==> src/hw/rtl/nmk_pkg.sv <==
// Shared types, constants and microcode for the Newmark-beta SDOF integrator.
package nmk_pkg;

  localparam int unsigned DW = 32;
  localparam int unsigned FB = 16;
  localparam int unsigned PCW = 6;
  localparam int unsigned QW = DW + FB;

  localparam logic [DW-1:0] ONE_Q = DW'(1) << FB;
  localparam logic [DW-1:0] HALF_Q = DW'(1) << (FB - 1);
  localparam logic [PCW-1:0] START_PC = PCW'(28);

  typedef enum logic [2:0] {
    CFG_MASS, CFG_DAMP, CFG_STIFF, CFG_GAMMA, CFG_BETA, CFG_DT, CFG_SDISP, CFG_SVEL
  } cfg_idx_e;

  typedef enum logic [1:0] {OP_ADD, OP_SUB, OP_MUL, OP_DIV} op_e;

  typedef enum logic [4:0] {
    SRC_T0, SRC_T1, SRC_T2, SRC_T3, SRC_T4, SRC_T5, SRC_T6, SRC_T7,
    SRC_F, SRC_M, SRC_C, SRC_K, SRC_G, SRC_BT, SRC_DT, SRC_ONE, SRC_HALF,
    SRC_U, SRC_V, SRC_A, SRC_SD, SRC_SV, SRC_ZERO
  } src_e;

  typedef enum logic [2:0] {S_IDLE, S_FETCH, S_ISSUE, S_WAIT, S_OUT} seq_state_e;
  typedef enum logic [1:0] {A_IDLE, A_MUL, A_DIV} alu_state_e;

  typedef struct packed {
    op_e  op;
    src_e dst;
    src_e sa;
    src_e sb;
    logic last;
  } uop_t;

  typedef struct packed {
    logic start;
    op_e  op;
  } alu_req_t;

  function automatic uop_t uop(op_e op, src_e dst, src_e sa, src_e sb, logic last);
    uop_t u;
    u.op = op; u.dst = dst; u.sa = sa; u.sb = sb; u.last = last;
    return u;
  endfunction

  // step program at 0..27, start program at START_PC..34
  function automatic uop_t prog(logic [PCW-1:0] pc);
    uop_t u;
    case (pc)
      6'd0:  u = uop(OP_SUB, SRC_T0, SRC_HALF, SRC_BT, 1'b0);
      6'd1:  u = uop(OP_MUL, SRC_T0, SRC_T0, SRC_A, 1'b0);
      6'd2:  u = uop(OP_MUL, SRC_T0, SRC_DT, SRC_T0, 1'b0);
      6'd3:  u = uop(OP_ADD, SRC_T0, SRC_V, SRC_T0, 1'b0);
      6'd4:  u = uop(OP_MUL, SRC_T0, SRC_DT, SRC_T0, 1'b0);
      6'd5:  u = uop(OP_ADD, SRC_T0, SRC_U, SRC_T0, 1'b0);
      6'd6:  u = uop(OP_SUB, SRC_T1, SRC_ONE, SRC_G, 1'b0);
      6'd7:  u = uop(OP_MUL, SRC_T1, SRC_T1, SRC_A, 1'b0);
      6'd8:  u = uop(OP_MUL, SRC_T1, SRC_DT, SRC_T1, 1'b0);
      6'd9:  u = uop(OP_ADD, SRC_T1, SRC_V, SRC_T1, 1'b0);
      6'd10: u = uop(OP_MUL, SRC_T2, SRC_BT, SRC_K, 1'b0);
      6'd11: u = uop(OP_MUL, SRC_T2, SRC_DT, SRC_T2, 1'b0);
      6'd12: u = uop(OP_MUL, SRC_T3, SRC_G, SRC_C, 1'b0);
      6'd13: u = uop(OP_ADD, SRC_T2, SRC_T3, SRC_T2, 1'b0);
      6'd14: u = uop(OP_MUL, SRC_T2, SRC_DT, SRC_T2, 1'b0);
      6'd15: u = uop(OP_ADD, SRC_T2, SRC_M, SRC_T2, 1'b0);
      6'd16: u = uop(OP_MUL, SRC_T3, SRC_C, SRC_T1, 1'b0);
      6'd17: u = uop(OP_SUB, SRC_T3, SRC_F, SRC_T3, 1'b0);
      6'd18: u = uop(OP_MUL, SRC_T4, SRC_K, SRC_T0, 1'b0);
      6'd19: u = uop(OP_SUB, SRC_T3, SRC_T3, SRC_T4, 1'b0);
      6'd20: u = uop(OP_DIV, SRC_A, SRC_T3, SRC_T2, 1'b0);
      6'd21: u = uop(OP_MUL, SRC_T5, SRC_BT, SRC_A, 1'b0);
      6'd22: u = uop(OP_MUL, SRC_T5, SRC_DT, SRC_T5, 1'b0);
      6'd23: u = uop(OP_MUL, SRC_T5, SRC_DT, SRC_T5, 1'b0);
      6'd24: u = uop(OP_ADD, SRC_U, SRC_T0, SRC_T5, 1'b0);
      6'd25: u = uop(OP_MUL, SRC_T5, SRC_G, SRC_A, 1'b0);
      6'd26: u = uop(OP_MUL, SRC_T5, SRC_DT, SRC_T5, 1'b0);
      6'd27: u = uop(OP_ADD, SRC_V, SRC_T1, SRC_T5, 1'b1);
      6'd28: u = uop(OP_MUL, SRC_T0, SRC_C, SRC_SV, 1'b0);
      6'd29: u = uop(OP_SUB, SRC_T1, SRC_F, SRC_T0, 1'b0);
      6'd30: u = uop(OP_MUL, SRC_T2, SRC_K, SRC_SD, 1'b0);
      6'd31: u = uop(OP_SUB, SRC_T1, SRC_T1, SRC_T2, 1'b0);
      6'd32: u = uop(OP_DIV, SRC_A, SRC_T1, SRC_M, 1'b0);
      6'd33: u = uop(OP_ADD, SRC_U, SRC_SD, SRC_ZERO, 1'b0);
      6'd34: u = uop(OP_ADD, SRC_V, SRC_SV, SRC_ZERO, 1'b1);
      default: u = uop(OP_ADD, SRC_T7, SRC_ZERO, SRC_ZERO, 1'b1);
    endcase
    return u;
  endfunction

endpackage

==> src/hw/rtl/nmk_alu.sv <==
// Shared saturating Q16.16 add/sub, multiply and bit-serial divide unit.
module nmk_alu import nmk_pkg::*; (
  input  logic          clk_i,
  input  logic          rst_ni,
  input  alu_req_t      req_i,
  input  logic [DW-1:0] a_i,
  input  logic [DW-1:0] b_i,
  output logic          done_o,
  output logic [DW-1:0] res_o,
  output logic          sat_o
);

  localparam int unsigned CW = $clog2(QW);

  alu_state_e      state_q, state_d;
  logic            done_q, done_d;
  logic [DW-1:0]   res_q, res_d;
  logic            sat_q, sat_d;
  logic            neg_q, neg_d;
  logic [2*DW-1:0] prod_q, prod_d;
  logic [QW-1:0]   num_q, num_d;
  logic [DW-1:0]   rem_q, rem_d, den_q, den_d;
  logic [CW-1:0]   cnt_q, cnt_d;

  logic [DW-1:0] mag_a, mag_b;
  logic [DW:0]   sum;
  logic [DW:0]   rem_sh;
  logic          rem_ge;
  logic [DW:0]   fin;

  // {sat, value} from sign and magnitude, clipped to the signed range
  function automatic logic [DW:0] finish(logic neg, logic [QW-1:0] m);
    logic [QW-1:0] lim;
    logic [DW-1:0] v;
    lim = neg ? (QW'(1) << (DW - 1)) : ((QW'(1) << (DW - 1)) - QW'(1));
    v = m[DW-1:0];
    if (m > lim) begin
      return {1'b1, neg ? {1'b1, {(DW-1){1'b0}}} : {1'b0, {(DW-1){1'b1}}}};
    end
    return {1'b0, neg ? (~v + DW'(1)) : v};
  endfunction

  assign mag_a = a_i[DW-1] ? (~a_i + DW'(1)) : a_i;
  assign mag_b = b_i[DW-1] ? (~b_i + DW'(1)) : b_i;
  assign sum = (req_i.op == OP_SUB) ? ({a_i[DW-1], a_i} - {b_i[DW-1], b_i})
                                    : ({a_i[DW-1], a_i} + {b_i[DW-1], b_i});
  assign rem_sh = {rem_q, num_q[QW-1]};
  assign rem_ge = rem_sh >= {1'b0, den_q};
  assign fin = finish(neg_q, (state_q == A_MUL) ? prod_q[2*DW-1-(2*DW-QW-FB) -: QW]
                                                : num_q);

  always_comb begin
    state_d = state_q;
    done_d = 1'b0;
    res_d = res_q;
    sat_d = 1'b0;
    neg_d = neg_q;
    prod_d = prod_q;
    num_d = num_q;
    rem_d = rem_q;
    den_d = den_q;
    cnt_d = cnt_q;
    case (state_q)
      A_IDLE: begin
        if (req_i.start) begin
          neg_d = a_i[DW-1] ^ b_i[DW-1];
          case (req_i.op)
            OP_ADD, OP_SUB: begin
              done_d = 1'b1;
              if (sum[DW] != sum[DW-1]) begin
                sat_d = 1'b1;
                res_d = {sum[DW], {(DW-1){~sum[DW]}}};
              end else begin
                res_d = sum[DW-1:0];
              end
            end
            OP_MUL: begin
              prod_d = mag_a * mag_b;
              state_d = A_MUL;
            end
            OP_DIV: begin
              if (b_i == '0) begin
                done_d = 1'b1;
                sat_d = 1'b1;
                if (a_i == '0) res_d = '0;
                else res_d = {a_i[DW-1], {(DW-1){~a_i[DW-1]}}};
              end else begin
                num_d = {mag_a, {FB{1'b0}}};
                rem_d = '0;
                den_d = mag_b;
                cnt_d = CW'(QW - 1);
                state_d = A_DIV;
              end
            end
            default: ;
          endcase
        end
      end
      A_MUL: begin
        // product keeps FB fraction bits too many; prod_q[2*DW-1:FB] is the result magnitude
        {sat_d, res_d} = fin;
        done_d = 1'b1;
        state_d = A_IDLE;
      end
      A_DIV: begin
        rem_d = rem_ge ? DW'(rem_sh - {1'b0, den_q}) : rem_sh[DW-1:0];
        num_d = {num_q[QW-2:0], rem_ge};
        cnt_d = cnt_q - CW'(1);
        if (cnt_q == '0) begin
          {sat_d, res_d} = finish(neg_q, {num_q[QW-2:0], rem_ge});
          done_d = 1'b1;
          state_d = A_IDLE;
        end
      end
      default: state_d = A_IDLE;
    endcase
  end

  always_ff @(posedge clk_i or negedge rst_ni) begin
    if (!rst_ni) begin
      state_q <= A_IDLE;
      done_q <= 1'b0;
      sat_q <= 1'b0;
    end else begin
      state_q <= state_d;
      done_q <= done_d;
      sat_q <= sat_d;
    end
  end

  always_ff @(posedge clk_i) begin
    res_q <= res_d;
    neg_q <= neg_d;
    prod_q <= prod_d;
    num_q <= num_d;
    rem_q <= rem_d;
    den_q <= den_d;
    cnt_q <= cnt_d;
  end

  assign done_o = done_q;
  assign res_o = res_q;
  assign sat_o = sat_q;

  assert property (@(posedge clk_i) disable iff (!rst_ni)
    (state_q == A_MUL) |=> done_q && state_q == A_IDLE)
    else $error("multiply did not finish in one cycle");
  assert property (@(posedge clk_i) disable iff (!rst_ni)
    done_q |-> $past(state_q) != A_IDLE || $past(req_i.start))
    else $error("done without a request");
  assert property (@(posedge clk_i) disable iff (!rst_ni)
    (state_q == A_DIV && cnt_q != '0) |=> state_q == A_DIV && !done_q)
    else $error("divide ended early");

endmodule

==> src/hw/rtl/sdof_newmark_integrator_core.sv <==
// Top level: microcode sequencer, temporaries, state and stream ports.
// A start request runs 7 micro-ops, a step request 28; divide makes one quotient bit per
// cycle over 48 bits, and a zero divisor skips the bit-serial loop and saturates.
// The result waits while the output register is held; one request is in flight at a time,
// since the input is accepted only while the sequencer is idle.
// Reset (async, active low) clears state to zero, loads register defaults, empties output.
module sdof_newmark_integrator_core import nmk_pkg::*; (
  input  logic          clk_i,
  input  logic          rst_ni,
  input  logic          cfg_we_i,
  input  logic [2:0]    cfg_idx_i,
  input  logic [DW-1:0] cfg_wdata_i,
  input  logic          s_axis_tvalid_i,
  output logic          s_axis_tready_o,
  input  logic [31:0]   s_axis_tdata_i,   // [31:0] force_sample
  input  logic          s_axis_tuser_i,   // [0] start_req
  output logic          m_axis_tvalid_o,
  input  logic          m_axis_tready_i,
  output logic [95:0]   m_axis_tdata_o,   // [31:0] disp_out, [63:32] vel_out, [95:64] accel_out
  output logic          m_axis_tuser_o    // [0] saturated
);

  seq_state_e state_q, state_d;
  logic [PCW-1:0] pc_q, pc_d;
  logic [DW-2:0] mass_q, gamma_q, beta_q, dt_q;
  logic [DW-1:0] damp_q, stiff_q, sdisp_q, svel_q;
  logic [DW-1:0] force_q, u_q, v_q, a_q;
  logic sat_q;
  logic out_valid_q;
  logic [95:0] out_data_q;
  logic out_sat_q;

  logic [DW-1:0] tmp_mem [8];
  logic [DW-1:0] rd_a_q, rd_b_q;

  uop_t cur;
  alu_req_t alu_req;
  logic alu_done, alu_sat;
  logic [DW-1:0] alu_res, opa, opb;
  logic in_acc, out_free;

  assign cur = prog(pc_q);
  assign in_acc = s_axis_tvalid_i && s_axis_tready_o;
  assign out_free = !out_valid_q || m_axis_tready_i;

  function automatic logic [DW-1:0] src_val(src_e s, logic [DW-1:0] rd,
      logic [DW-1:0] f, logic [DW-2:0] m, logic [DW-1:0] c, logic [DW-1:0] k,
      logic [DW-2:0] g, logic [DW-2:0] bt, logic [DW-2:0] dt, logic [DW-1:0] u,
      logic [DW-1:0] v, logic [DW-1:0] a, logic [DW-1:0] sd, logic [DW-1:0] sv);
    case (s)
      SRC_F:    return f;
      SRC_M:    return {1'b0, m};
      SRC_C:    return c;
      SRC_K:    return k;
      SRC_G:    return {1'b0, g};
      SRC_BT:   return {1'b0, bt};
      SRC_DT:   return {1'b0, dt};
      SRC_ONE:  return ONE_Q;
      SRC_HALF: return HALF_Q;
      SRC_U:    return u;
      SRC_V:    return v;
      SRC_A:    return a;
      SRC_SD:   return sd;
      SRC_SV:   return sv;
      SRC_ZERO: return '0;
      default:  return rd;
    endcase
  endfunction

  assign opa = src_val(cur.sa, rd_a_q, force_q, mass_q, damp_q, stiff_q, gamma_q, beta_q,
                       dt_q, u_q, v_q, a_q, sdisp_q, svel_q);
  assign opb = src_val(cur.sb, rd_b_q, force_q, mass_q, damp_q, stiff_q, gamma_q, beta_q,
                       dt_q, u_q, v_q, a_q, sdisp_q, svel_q);

  always_comb begin
    state_d = state_q;
    pc_d = pc_q;
    case (state_q)
      S_IDLE: begin
        if (in_acc) begin
          state_d = S_FETCH;
          pc_d = s_axis_tuser_i ? START_PC : '0;
        end
      end
      S_FETCH: state_d = S_ISSUE;
      S_ISSUE: state_d = S_WAIT;
      S_WAIT: begin
        if (alu_done) begin
          if (cur.last) state_d = S_OUT;
          else begin
            state_d = S_FETCH;
            pc_d = pc_q + PCW'(1);
          end
        end
      end
      S_OUT: if (out_free) state_d = S_IDLE;
      default: state_d = S_IDLE;
    endcase
  end

  always_comb begin
    alu_req.start = (state_q == S_ISSUE);
    alu_req.op = cur.op;
  end

  assign s_axis_tready_o = (state_q == S_IDLE);

  nmk_alu u_alu (
    .clk_i  (clk_i),
    .rst_ni (rst_ni),
    .req_i  (alu_req),
    .a_i    (opa),
    .b_i    (opb),
    .done_o (alu_done),
    .res_o  (alu_res),
    .sat_o  (alu_sat)
  );

  // temporaries: one write port, two registered reads
  always_ff @(posedge clk_i) begin
    if (state_q == S_WAIT && alu_done && !cur.dst[4] && !cur.dst[3]) begin
      tmp_mem[cur.dst[2:0]] <= alu_res;
    end
    if (state_q == S_FETCH) begin
      rd_a_q <= tmp_mem[cur.sa[2:0]];
      rd_b_q <= tmp_mem[cur.sb[2:0]];
    end
  end

  always_ff @(posedge clk_i) begin
    if (in_acc) force_q <= s_axis_tdata_i;
  end

  always_ff @(posedge clk_i or negedge rst_ni) begin
    if (!rst_ni) begin
      state_q <= S_IDLE;
      pc_q <= '0;
      mass_q <= (DW-1)'(65536);
      damp_q <= '0;
      stiff_q <= DW'(65536);
      gamma_q <= (DW-1)'(32768);
      beta_q <= (DW-1)'(16384);
      dt_q <= (DW-1)'(655);
      sdisp_q <= '0;
      svel_q <= '0;
      u_q <= '0;
      v_q <= '0;
      a_q <= '0;
      sat_q <= 1'b0;
      out_valid_q <= 1'b0;
      out_data_q <= '0;
      out_sat_q <= 1'b0;
    end else begin
      state_q <= state_d;
      pc_q <= pc_d;
      if (cfg_we_i) begin
        case (cfg_idx_e'(cfg_idx_i))
          CFG_MASS:  mass_q <= cfg_wdata_i[DW-2:0];
          CFG_DAMP:  damp_q <= cfg_wdata_i;
          CFG_STIFF: stiff_q <= cfg_wdata_i;
          CFG_GAMMA: gamma_q <= cfg_wdata_i[DW-2:0];
          CFG_BETA:  beta_q <= cfg_wdata_i[DW-2:0];
          CFG_DT:    dt_q <= cfg_wdata_i[DW-2:0];
          CFG_SDISP: sdisp_q <= cfg_wdata_i;
          CFG_SVEL:  svel_q <= cfg_wdata_i;
          default: ;
        endcase
      end
      if (in_acc) sat_q <= 1'b0;
      else if (state_q == S_WAIT && alu_done) begin
        sat_q <= sat_q | alu_sat;
        case (cur.dst)
          SRC_U:   u_q <= alu_res;
          SRC_V:   v_q <= alu_res;
          SRC_A:   a_q <= alu_res;
          default: ;
        endcase
      end
      if (state_q == S_OUT && out_free) begin
        out_valid_q <= 1'b1;
        out_data_q <= {a_q, v_q, u_q};
        out_sat_q <= sat_q;
      end else if (m_axis_tready_i) begin
        out_valid_q <= 1'b0;
      end
    end
  end

  assign m_axis_tvalid_o = out_valid_q;
  assign m_axis_tdata_o = out_data_q;
  assign m_axis_tuser_o = out_sat_q;

  assert property (@(posedge clk_i) disable iff (!rst_ni)
    in_acc |=> state_q == S_FETCH)
    else $error("request accepted but sequencer did not start");
  assert property (@(posedge clk_i) disable iff (!rst_ni)
    alu_done |-> state_q == S_WAIT)
    else $error("ALU result outside wait state");
  assert property (@(posedge clk_i) disable iff (!rst_ni)
    (state_q == S_OUT && out_free) |=> out_valid_q && state_q == S_IDLE)
    else $error("result not loaded into output register");

endmodule
==> config.mk <==
export PLATFORM = sky130hd
export DESIGN_NAME = sdof_newmark_integrator_core
export DESIGN_NICKNAME = d
export VERILOG_FILES = /design/src/hw/rtl/nmk_pkg.sv /design/src/hw/rtl/nmk_alu.sv /design/src/hw/rtl/sdof_newmark_integrator_core.sv
export SDC_FILE = /design/constraint.sdc
export NUM_CORES = 2
export LEC_CHECK = 0
export BUFFER_PORTS_ARGS = -buffer_cell sky130_fd_sc_hd__buf_2
export CELL_PAD_IN_SITES_DETAIL_PLACEMENT = 2
export CELL_PAD_IN_SITES_GLOBAL_PLACEMENT = 2
export CORE_MARGIN = 2
export CORE_UTILIZATION = 40
export DETAILED_ROUTE_END_ITERATION = 6
export HOLD_SLACK_MARGIN = 0.15
export PLACE_DENSITY = 0.86
export SLEW_MARGIN = 20
export SYNTH_ARGS = -nofsm -noshare
export SYNTH_HDL_FRONTEND = slang
export SYNTH_SLANG_ARGS = --single-unit
==> constraint.sdc <==
create_clock -name clk_i -period 22.2 [get_ports clk_i]
set_clock_uncertainty 0.05 [all_clocks]
set_input_delay 0 -clock clk_i [delete_from_list [all_inputs] [get_ports clk_i]]
set_output_delay 0 -clock clk_i [all_outputs]
set_load 0.01 [all_outputs]
==> impl_results.md <==
* Run status: complete, but fails checks
* Failing checks: DRC
* Post CTS Setup Buffer Count at 0
* Final hold viol count at 0
* Initial antenna violation count at 72
* Worst hold slack at 0.186 ns
* Number of fill cells in the layout at 22800
* Critical Path Fanout Max at 134
* Critical path class: register to register
* TritonCTS clock tree: done
* Worst Path Required at 22.67 ns
* Cell Area, Synth at 0.0881 mm²
* IO Pins at 172
* FF+latch area at 0.0281 mm²
* P&R area growth vs syn at 12.0%
* Via density at 6.64
* First-pass GRT wire length at 666 mm
* Final period utilization at 74.1%
* Nets at 10600
* GRT Total Usage at 41.6%
* Multi-input logic area at 0.0551 mm²
* Input/output buffers at 171
* CP max-delay cell: clkinv_1
* Setup violators final at 0
* Grt ovf at 0
* Die ar. at 0.224 mm²
* Vias at 81100
* Clock tree sinks at 1011
* Setup TNS at 0 ns
* Clk_lat worst skew at 0.81 ns
* Final wirelength at 470 mm
* Wire per inst at 38.5 µm
* First-pass DRT Iterations at 7
* Min Tclk post-route at 16.45 ns
* Proportion of layout cells with a drive suffix above 1 at 14.3%
* FF+latch count, synth at 1011
* Max Buffers Root-to-Sink at 3
* DRC errors left at 2
* Cell variety after synth at 127
* Worst-margin pin slew at 1.33 ns
* Cells after Synth at 9044
* Max Freq at 0.0608 GHz
* Mapped Nets at 10400
* Syn avg cell area at 9.74 µm²
* Arrival @ worst endpoint at 16.92 ns
* Maxcap violations at 0
* CTS H-Tree Depth at 3
* Placer Congestion at 1.03
* Core Rows at 172
* Die Height at 473 µm
* Dpl hpwl at 322 mm
* Most used cell, CP: fa_1
* Largest net degree at the start of global routing at 175
* Pins over their slew limit at 0
* Root Driver: clkbuf_16
* Detail Route Antenna Nets at 0
* Worst Hold Class: input pin to register
* Die width at 473 µm
* CTS buffer count at 113
* CP max stage delay at 0.96 ns
* Post-synthesis sequential area ratio at 31.9%
* Post-synth top flop: edfxtp_1
* Max-Slew Margin vs Limit at 11.3%
* Synth warnings at 0
* Crit. End Element: register
* Core Region at 0.219 mm²
* Worst R2R Setup Slack at 5.75 ns
* Critical Path Start Type: register
* Initial core utilization at 40.2%
* Post-CTS Resized at 0
* Synth async-reset ratio at 45.5%
* Clock transition at the registers of the reported paths at 0.08 ns
* Post-synth EDFFs at 551
* 1st-iter DRT viols at 11000
* Vias in the first global route at 89100
* RSZ-0062 raised after global routing: no
==> metrics by stage <==
stage / utilization [%] / cells / area, µm² / setup WS (ns)
CTS: 44.9 / 12200 / 98500 / 6.00
floorplan: - / 9044 / 88100 / 10.25
detailed placement: 42.5 / 11800 / 93300 / 5.94
global route: 45.0 / 12200 / 98600 / 5.28
global placement: 42.5 / 11800 / 93200 / 6.73
finish: 45.0 / 12200 / 98700 / 5.75
==> metal layers <==
metal	vias up	wire length, µm	global-route usage (%)
met3	2166	59200	15.4
met4	48	39500	28.4
met2	6065	204000	62.6
li1	30700	-	-
met1	42100	167000	49.3
met5	-	685	0.541
==> logic make-up (layout without fill, tap and decap cells) <==
logic type               count (synthesis)  count (layout)  share of synthesized area [%]
other                                    0              30                              0
flip-flops                            1011            1011                           31.9
adder cells (fa/ha/maj)               1307            1307                           26.2
XOR/XNOR                               226             226                           2.33
buffers and inverters                 1510            1775                           6.80
AND/OR/NAND/NOR                       3250            3250                           16.0
AO/OA/AOI/OAI                         1158            1158                           9.37
multiplexers                           582             582                           7.40
==> what timing repair did <==
item                                    in CTS  in global routing
hold buffers                               141                  0
endpoints found under the hold margin      588                  0
endpoints found under the setup margin       0                  0
==> area by class of cell <==
| class | count | area share, % |
|---|---|---|
| flip-flops and latches | 1011 | 28.5 |
| clock inverters | 63 | 0.682 |
| well taps | 2871 | 3.64 |
| repair buffers | 558 | 4.32 |
| clock buffers | 149 | 3.19 |
| diodes | 30 | 0.0761 |
| inverters | 1005 | 3.83 |
| multi-input cells | 6523 | 55.8 |
==> Yosys cell counts (28+ instances only) <==
master    instances  share of area, %
buf_1            50              0.21
a21o_1           84              0.72
a41oi_1          28              0.28
a211oi_1         39              0.33
nand4_1          66              0.47
nand3_1         480               2.7
edfxtp_1        551                19
a22oi_1          55              0.47
nor3_1          107              0.61
clkbuf_1        345               1.5
nor2b_1          36              0.26
dfrtp_1         450                13
xnor2_1         141               1.4
ha_1            410               5.8
mux2_2          499               6.4
nor2_1          970               4.1
nand2b_1         40              0.28
or3_1            38              0.27
a31oi_1          39              0.28
nand2_1        1315               5.6
mux2i_1          75              0.85
buf_2            71              0.40
o21a_1           42              0.36
o22ai_1          44              0.31
inv_1           993               4.2
fa_1            897                20
xor2_1           77              0.77
and3_1           29              0.21
a221oi_1         65              0.65
and2_1           41              0.29
a22o_1           45              0.45
a21oi_1         296               1.7
o21ai_0         140              0.80
==> placed cells by master, fill, tap and decap left out, types with 295 or more instances in the layout <==
cell	instances
nand3_1	478
mux2_2	499
ha_1	408
a21oi_1	295
nor2_1	957
nand2_1	1314
fa_1	897
inv_1	992
edfxtp_1	551
dfrtp_1	449
==> state kept, by name, summed over array words and instances (netlist names), 32 cells and up <==
| register | count |
|---|---|
| tmp_mem | 256 |
| m_axis_tdata_o | 96 |
| u_alu.num_q | 48 |
| u_alu.prod_q | 48 |
| a_q | 32 |
| damp_q | 32 |
| force_q | 32 |
| rd_a_q | 32 |
| rd_b_q | 32 |
| sdisp_q | 32 |
| stiff_q | 32 |
| svel_q | 32 |
| u_alu.den_q | 32 |
| u_alu.rem_q | 32 |
| u_alu.res_o | 32 |
| u_q | 32 |
| v_q | 32 |
==> worst paths after layout <==
check | from | end | depth (start not counted)
worst max-delay path | pc_q[5]$_DFFE_PN0P_ | u_alu.prod_q[61]$_DFFE_PP_ | 41
worst min register to register | m_axis_tdata_o[64]$_DFFE_PN0P_ | m_axis_tdata_o[64]$_DFFE_PN0P_ | 1
worst max register to register | pc_q[5]$_DFFE_PN0P_ | u_alu.prod_q[61]$_DFFE_PP_ | 41
min in group asynchronous | rst_ni | mass_q[16]$_DFFE_PN1P_ | 3
worst min-delay path | cfg_wdata_i[23] | beta_q[23]$_DFFE_PN0P_ | 3
max in group asynchronous | rst_ni | mass_q[11]$_DFFE_PN0P_ | 5
==> critical path: cells and delay by family, from the launching register on <==
family	cells	cell delay, ns
AOI/OAI and AO/OA	13	4.37
and+or+nand+nor	8	2.88
adders and majority gates	10	4.40
xor gates and xnor gates	2	0.26
buffers and inverters	8	3.08
DFF	1	0.90
Power is not shown: default switching activity piles up to over one toggle a cycle in this logic, so the estimate is an artifact.
